### config.mk
export PLATFORM = sky130hd
export DESIGN_NAME = rfbm_cell
export DESIGN_NICKNAME = d
export VERILOG_FILES = /design/src/hdl/refcounted_frame_bin_manager_core_macros.svh /design/src/hdl/rfbm_pkg.sv /design/src/hdl/rfbm_cell.sv
export SDC_FILE = /design/constraint.sdc
export NUM_CORES = 1
export LEC_CHECK = 0
export ABC_AREA = 1
export BUFFER_PORTS_ARGS = -buffer_cell sky130_fd_sc_hd__buf_2
export CORE_ASPECT_RATIO = 0.75
export CORE_MARGIN = 5
export CORE_UTILIZATION = 44
export CTS_CLUSTER_SIZE = 24
export DETAILED_ROUTE_END_ITERATION = 8
export HOLD_SLACK_MARGIN = 0.12
export PLACE_DENSITY = 0.71
export SLEW_MARGIN = 20
export SYNTH_ARGS = -nofsm -noshare
export SYNTH_HDL_FRONTEND = slang
export SYNTH_SLANG_ARGS = --single-unit
### constraint.sdc
create_clock -name clk_i -period 7.1 [get_ports clk_i]
set_clock_uncertainty 0.05 [all_clocks]
set_input_delay 0.355 -clock clk_i [delete_from_list [all_inputs] [get_ports clk_i]]
set_output_delay 0.355 -clock clk_i [all_outputs]
set_load 0.03 [all_outputs]
### src/hdl/refcounted_frame_bin_manager_core_macros.svh
// Assertion macros used by the frame bin manager core RTL.
`ifndef REFCOUNTED_FRAME_BIN_MANAGER_CORE_MACROS_SVH
`define REFCOUNTED_FRAME_BIN_MANAGER_CORE_MACROS_SVH

// Same-cycle implication, sampled on clk_i, off while rst_ni is low.
`define RFBM_ASSERT_IMP(lbl, ante, cons) \
  lbl: assert property (@(posedge clk_i) disable iff (!rst_ni) (ante) |-> (cons)) \
    else $error("frame bin manager check failed");

// Next-cycle implication, sampled on clk_i, off while rst_ni is low.
`define RFBM_ASSERT_NXT(lbl, ante, cons) \
  lbl: assert property (@(posedge clk_i) disable iff (!rst_ni) (ante) |=> (cons)) \
    else $error("frame bin manager check failed");

`endif

### src/hdl/rfbm_pkg.sv
// Shared constants, codes and record types for the frame bin manager.
package rfbm_pkg;

  localparam int NUM_BINS   = 16;
  localparam int COUNT_BITS = 16;

  localparam int HANDLE_W = 4;
  localparam int ADDR_W   = 32;
  localparam int BYTES_W  = 24;
  localparam int ID_W     = 32;
  localparam int MASK_W   = 16;
  localparam int STATUS_W = 3;

  typedef logic [HANDLE_W-1:0]   handle_t;
  typedef logic [ADDR_W-1:0]     addr_t;
  typedef logic [BYTES_W-1:0]    bytes_t;
  typedef logic [ID_W-1:0]       id_t;
  typedef logic [MASK_W-1:0]     mask_t;
  typedef logic [COUNT_BITS-1:0] cnt_t;

  localparam cnt_t CNT_MAX = {COUNT_BITS{1'b1}};

  typedef enum logic [1:0] {
    OP_NEW_PIC    = 2'd0,
    OP_NEW_CLIENT = 2'd1,
    OP_RELEASE    = 2'd2
  } op_e;

  typedef enum logic [STATUS_W-1:0] {
    ST_OK      = 3'd0,
    ST_FULL    = 3'd1,
    ST_NO_PIC  = 3'd2,
    ST_BAD_REL = 3'd3,
    ST_SAT     = 3'd4
  } status_e;

  // Frame data of the request being worked, broadcast to every cell
  typedef struct packed {
    addr_t  addr;
    bytes_t bytes;
    id_t    id;
  } frame_t;

  // Request record that walks the row of cells, one cell per cycle
  typedef struct packed {
    logic    live;
    logic    active;
    op_e     op;
    handle_t target;
    logic    found;
    status_e status;
    handle_t handle;
    addr_t   addr;
    bytes_t  bytes;
    id_t     id;
    mask_t   mask;
  } rec_t;

endpackage

### src/hdl/rfbm_cell.sv
// One frame bin: holds its state and updates the passing request record.
module rfbm_cell (
  input  logic            clk_i,
  input  logic            rst_ni,
  input  rfbm_pkg::handle_t cell_idx_i,
  input  rfbm_pkg::frame_t  frame_i,
  input  rfbm_pkg::rec_t    rec_i,
  output rfbm_pkg::rec_t    rec_o
);
  import rfbm_pkg::*;

  logic   val_q, val_d;
  cnt_t   cnt_q, cnt_d;
  addr_t  addr_q;
  bytes_t bytes_q;
  id_t    id_q;
  rec_t   rec_q, rec_d;
  logic   wr;
  logic   hit;
  logic   reclaim;

  assign hit     = rec_i.live && rec_i.active && (rec_i.target == cell_idx_i);
  assign reclaim = val_q && (cnt_q == '0);

  // Act on the record when it reaches this bin
  always_comb begin
    rec_d = rec_i;
    val_d = val_q;
    cnt_d = cnt_q;
    wr    = 1'b0;
    if (rec_i.live && rec_i.active) begin
      case (rec_i.op)
        OP_NEW_PIC: begin
          // free an unread bin, then claim the first free one along the row
          if (reclaim) begin
            val_d = 1'b0;
            rec_d.mask[cell_idx_i] = 1'b1;
          end
          if (!rec_i.found && (!val_q || reclaim)) begin
            val_d        = 1'b1;
            cnt_d        = '0;
            wr           = 1'b1;
            rec_d.found  = 1'b1;
            rec_d.status = ST_OK;
            rec_d.handle = cell_idx_i;
            rec_d.addr   = frame_i.addr;
            rec_d.bytes  = frame_i.bytes;
            rec_d.id     = frame_i.id;
          end
        end
        OP_NEW_CLIENT: begin
          if (hit) begin
            if (!val_q) begin
              rec_d.status = ST_NO_PIC;
              rec_d.handle = '0;
            end else if (cnt_q == CNT_MAX) begin
              rec_d.status = ST_SAT;
            end else begin
              cnt_d        = cnt_q + cnt_t'(1);
              rec_d.status = ST_OK;
              rec_d.addr   = addr_q;
              rec_d.bytes  = bytes_q;
              rec_d.id     = id_q;
            end
          end
        end
        OP_RELEASE: begin
          if (hit && val_q && (cnt_q != '0)) begin
            cnt_d        = cnt_q - cnt_t'(1);
            rec_d.status = ST_OK;
          end
        end
        default: ;
      endcase
    end
  end

  // Bin state and the record handed to the next cell
  always_ff @(posedge clk_i or negedge rst_ni) begin
    if (!rst_ni) begin
      val_q <= 1'b0;
      cnt_q <= '0;
      rec_q <= '0;
    end else begin
      val_q <= val_d;
      cnt_q <= cnt_d;
      rec_q <= rec_d;
    end
  end

  // Frame data, no reset
  always_ff @(posedge clk_i) begin
    if (wr) begin
      addr_q  <= frame_i.addr;
      bytes_q <= frame_i.bytes;
      id_q    <= frame_i.id;
    end
  end

  assign rec_o = rec_q;

endmodule

Word level (Yosys, flattened, before mapping)
Index checks and enable logic that the tools add are counted. Widths: inputs -> output; s select.

Bitwise logic cells: 1. Eq/ne operators: 9. Muxes and demuxes: 27. Reductions and logical operators: 17. $lt $le $gt $ge: 2. Add/subtract/negate cells: 2.

Operators by type and width (count): $pmux 92 s2 (1); $mux 88 (2); $mux 112 (1); $mux 16 (7); $mux 96 (1); $mux 95 (1); $pmux 16 s3 (1); $add 16x1->16 const B (1); $eq 16x16->1 const B (1); $logic_not 16->1 (1); $or 16x16->16 (1); $reduce_bool 16->1 (1); $sub 16x1->16 const B (1); $ne 2x2->1 const B (5); $mux 3 (3); $pmux 3 s3 (1); $logic_and 1x1->1 (7); $mux 1 (7); $reduce_and 7->1 (1); $lt 4x5->1 const B (1); $demux 1 s4 (1); $eq 4x4->1 (1); $ge 4x1->1 const B (1); $mux 4 (1); 8 further kinds (9).

Flip-flop bits (word level): 225. Bits of input ports: 214. Output and inout bits: 120.

Longest topological paths before layout
Depth after elaboration: 8. Gate-level depth with buffers: 16. Depth with buffers taken out: 15.

Least setup slack after synthesis
OpenSTA, ideal clock, no wires.

Path type: input to register. Start point: input rec_i[116] (netlist name). End point: register addr_q[0], enable pin. Path slack: 3.647 ns. Buffers on the path: 0. Arrival: 2.961 ns. Stages on the path: 6. Setup time: 0.441 ns. Path through: inv_1 > ha_1 > inv_1 > nor2_1 > nand3_1 > inv_1.

Longest elaborated chain between the ends: 3.

Ends and longest elaborated chain: start: declaration (line rfbm_cell.sv:7) `input rfbm_pkg::rec_t rec_i,`; $logic_not 2->1 (line rfbm_cell.sv:32) `case (rec_i.op)`; $mux 1 (line rfbm_cell.sv:32); $mux 1 (line rfbm_cell.sv:31) `if (rec_i.live && rec_i.active) begin`; via wr (line rfbm_cell.sv:18) `logic wr;`; end signal: assignment (line rfbm_cell.sv:94) `addr_q <= frame_i.addr;`; end: declaration (line rfbm_cell.sv:14) `addr_t addr_q;`.

The timed path passes the listed nets, and every way through them passes these cells. A chain may end at the register's enable or synchronous reset.

Worst setup path in the final report
Start point: input rec_i[117] (netlist name). End point: register bytes_q[3], enable pin.

Longest elaborated chain between the ends: 3.

Ends and longest elaborated chain: $logic_not 2->1 (line rfbm_cell.sv:32); $mux 1 (line rfbm_cell.sv:32); $mux 1 (line rfbm_cell.sv:31); via wr (line rfbm_cell.sv:18); end signal: assignment (line rfbm_cell.sv:95) `bytes_q <= frame_i.bytes;`; end: declaration (line rfbm_cell.sv:15) `bytes_t bytes_q;`.

The timed path passes the listed nets, and every way through them passes these cells.

==> metrics <==
final wirelength 35,400 um; Top Layer Used met4; kind of critical path in2reg; Site Rows 48; vias in the first global route 10,500; Initial Util 45.0%; Worst Setup End Kind flip-flop; Final Worst Setup Slack 3500 ps; core area 23,200 um2; fin crit period 3600 ps; fin cells 2,060; Root Buffer clkbuf_16; critical path cell sequence dlygate4sd3_1, buf_2, inv_1, ha_1, inv_1, nor2_1, nand3_1, clkinv_2, buf_4; CP startpoint rec_i[117]; die area 26,900 um2; vias per cell 5.02; worst r2r src cnt_q[12]; Tightest Pin Transition 1160 ps; H-tree depth 1; ys flop type dfrtp_1; Max Freq 278 MHz; antenna violations before repair 1; CP required 7190 ps; EDFF count, synth 88; routed wl met2 16,700 um; worst path arrival time 3690 ps; total grt overflow 0; Synth top cells by count nand2_1, inv_1, dfrtp_1; status completed; dpl cells 1,801; Yosys top cell area share 32.9%; Die Y 143 um; DP HPWL 21,600 um; Area contributors post-synth dfrtp_1, edfxtp_1, nand2_1; Post-CTS Setup Repair Bufs 0; Final Hold Fails 0; Iteration-0 DRC Markers 638; PwrDens 224 nW/um2; Critical Path Fanout Max 49; Fill cells 1,790; hold_sp cell_idx_i[3]; Clock Sinks 225; Placer Congestion 0.909; Mapped Avg Cell Area 8.56 um2; most frequent cell after synthesis nand2_1; worst min path class in2reg; IO Port Bufs 333; First-pass DRT Iterations 5; DR vias 10,300; #FFs+latches synth 225; final worst-path cycle share 50.7%; RSZ-0062 raised after global routing false; Synth area leader dfrtp_1; Max stage delay cell, worst path buf_4; Leak 7.47 nW; Relative slew margins 22.7%; Peak supply drop 0.000184 V; post-synthesis async set-or-reset flop share 60.9%; Tot GR Track Use 25.3%; number of nets with antenna violations after routing 0; Max Cap Viol 0; setup total negative slack 0 ps; delay-heaviest family, CP buffers and inverters; Max stage delay on crit path 650 ps; Yosys cell types 34; CP startpoint kind input port; Ys Warns 0; Worst-Skew Late Latency 510 ps; syn_nets 1,439; TritonCTS clock tree yes; layout overhead on the synthesized area 45.8%; DRT met1 WL 14,400 um; wire length of the first global-routing pass 55,500 um; # IOs 334; cell repeated most along the worst path inv_1; pre-CTS setup slack 3510 ps; Worst Path Buf+Inv 6; CTS max path bufs 3; worst hold slack 153 ps; routed length on met3 2860 um; Mapped Cells 1,218; Horiz. Die Dim 188 um; DR WL/cell 17.2 um; largest net degree at the start of global routing 94; Synth Cell Area 10,400 um2; Seq/Total Area, Yosys 58.2%; CTS buffer count 24; Final #Nets 1,958; clock slew at reported path FFs 60 ps; max-slew violation count 0; share of layout cells above drive strength 1 22.2%; drt drc 0; Final setup viols 0
[report_power, final]
group | internal [W] | switching, W
clock network | 0.000727 | 0.000507
logic | 0.000265 | 0.000413
registers | 0.00143 | 0.0000662
total | 0.00242 | 0.000986
[kinds of logic after synthesis]
group / after synthesis / share of synthesized area [%]
AND/OR/NAND/NOR: 618 / 23.4
XOR/XNOR: 8 / 0.672
flip-flops: 225 / 58.2
adder cells (fa/ha/maj): 7 / 0.840
buffers and inverters: 213 / 8.12
AO/OA/AOI/OAI: 147 / 8.72
[cell usage in the layout, fill, tap and decap left out, types with 6 or more instances in the layout]
| master | instances |
|---|---|
| a21oi_1 | 13 |
| clkbuf_16 | 25 |
| edfxtp_1 | 88 |
| buf_2 | 332 |
| clkbuf_1 | 8 |
| ha_1 | 6 |
| nand2_1 | 521 |
| o21ai_0 | 9 |
| o21ai_1 | 11 |
| nand4_1 | 8 |
| dfrtp_1 | 137 |
| o21bai_1 | 17 |
| buf_4 | 7 |
| inv_1 | 152 |
| nor2_1 | 40 |
| nand3_1 | 32 |
| dlygate4sd3_1 | 209 |
| o22ai_1 | 92 |
[stage by stage]
stage / cell area (um2) / total power [W] / utilization [%]
after floorplan: 10400 / 0.00188 / -
after global placement: 12300 / 0.00208 / 53.1
after detailed placement: 12300 / 0.00209 / 53.1
after CTS: 15200 / 0.00342 / 65.4
after global routing: 15200 / 0.00357 / 65.5
final: 15200 / 0.00341 / 65.6
[registers in the layout (all words and copies together), names as in the netlist]
name	flops
addr_q	32
bytes_q	24
cnt_q	16
id_q	32
rec_o	120
val_q	1
[worst reg2reg max path: stages (launching register included)]
cell      delay [ps]
dfrtp_1          460
nor2_1           210
nand2_1           70
nor2_1           140
nand2_1          130
nand2_2          130
nand3_1          280
clkinv_2         620
buf_4            690
[worst paths after layout]
| kind | endpoint | slack [ps] | depth (start not counted) |
|---|---|---|---|
| max in group asynchronous | rec_o[20] | 5210 | 3 |
| min reg2reg | cnt_q[13] | 510 | 2 |
| min in group asynchronous | rec_o[38] | 360 | 2 |
| min | rec_o[107] | 150 | 3 |
| max reg2reg | bytes_q[3] | 3910 | 8 |
| max | bytes_q[3] | 3500 | 9 |
[timing repair]
action / 4_1_cts / 5_1_grt
hold endpoints to repair: 271 / 0
gates resized for setup: 0 / 0
hold buffers: 209 / 0
[final cells by class]
type | instances | area [um2] | share of cell area [%]
sequential | 225 | 6070 | 39.9
timing repair buffer | 550 | 3840 | 25.3
multi-input combinational | 780 | 3550 | 23.3
clock buffer | 34 | 669 | 4.40
inverter | 156 | 587 | 3.86
tap | 300 | 375 | 2.47
clock inverter | 10 | 95.1 | 0.626
antenna | 5 | 12.5 | 0.0823
[layer usage]
| layer | track usage, % | vias up |
|---|---|---|
| met2 | 42.4 | 517 |
| met4 | 10.8 | 0 |
| met5 | 0 | - |
| met3 | 5.78 | 115 |
| li1 | - | 4935 |
| met1 | 32.2 | 4773 |
Power figures use the tool's default switching activity.
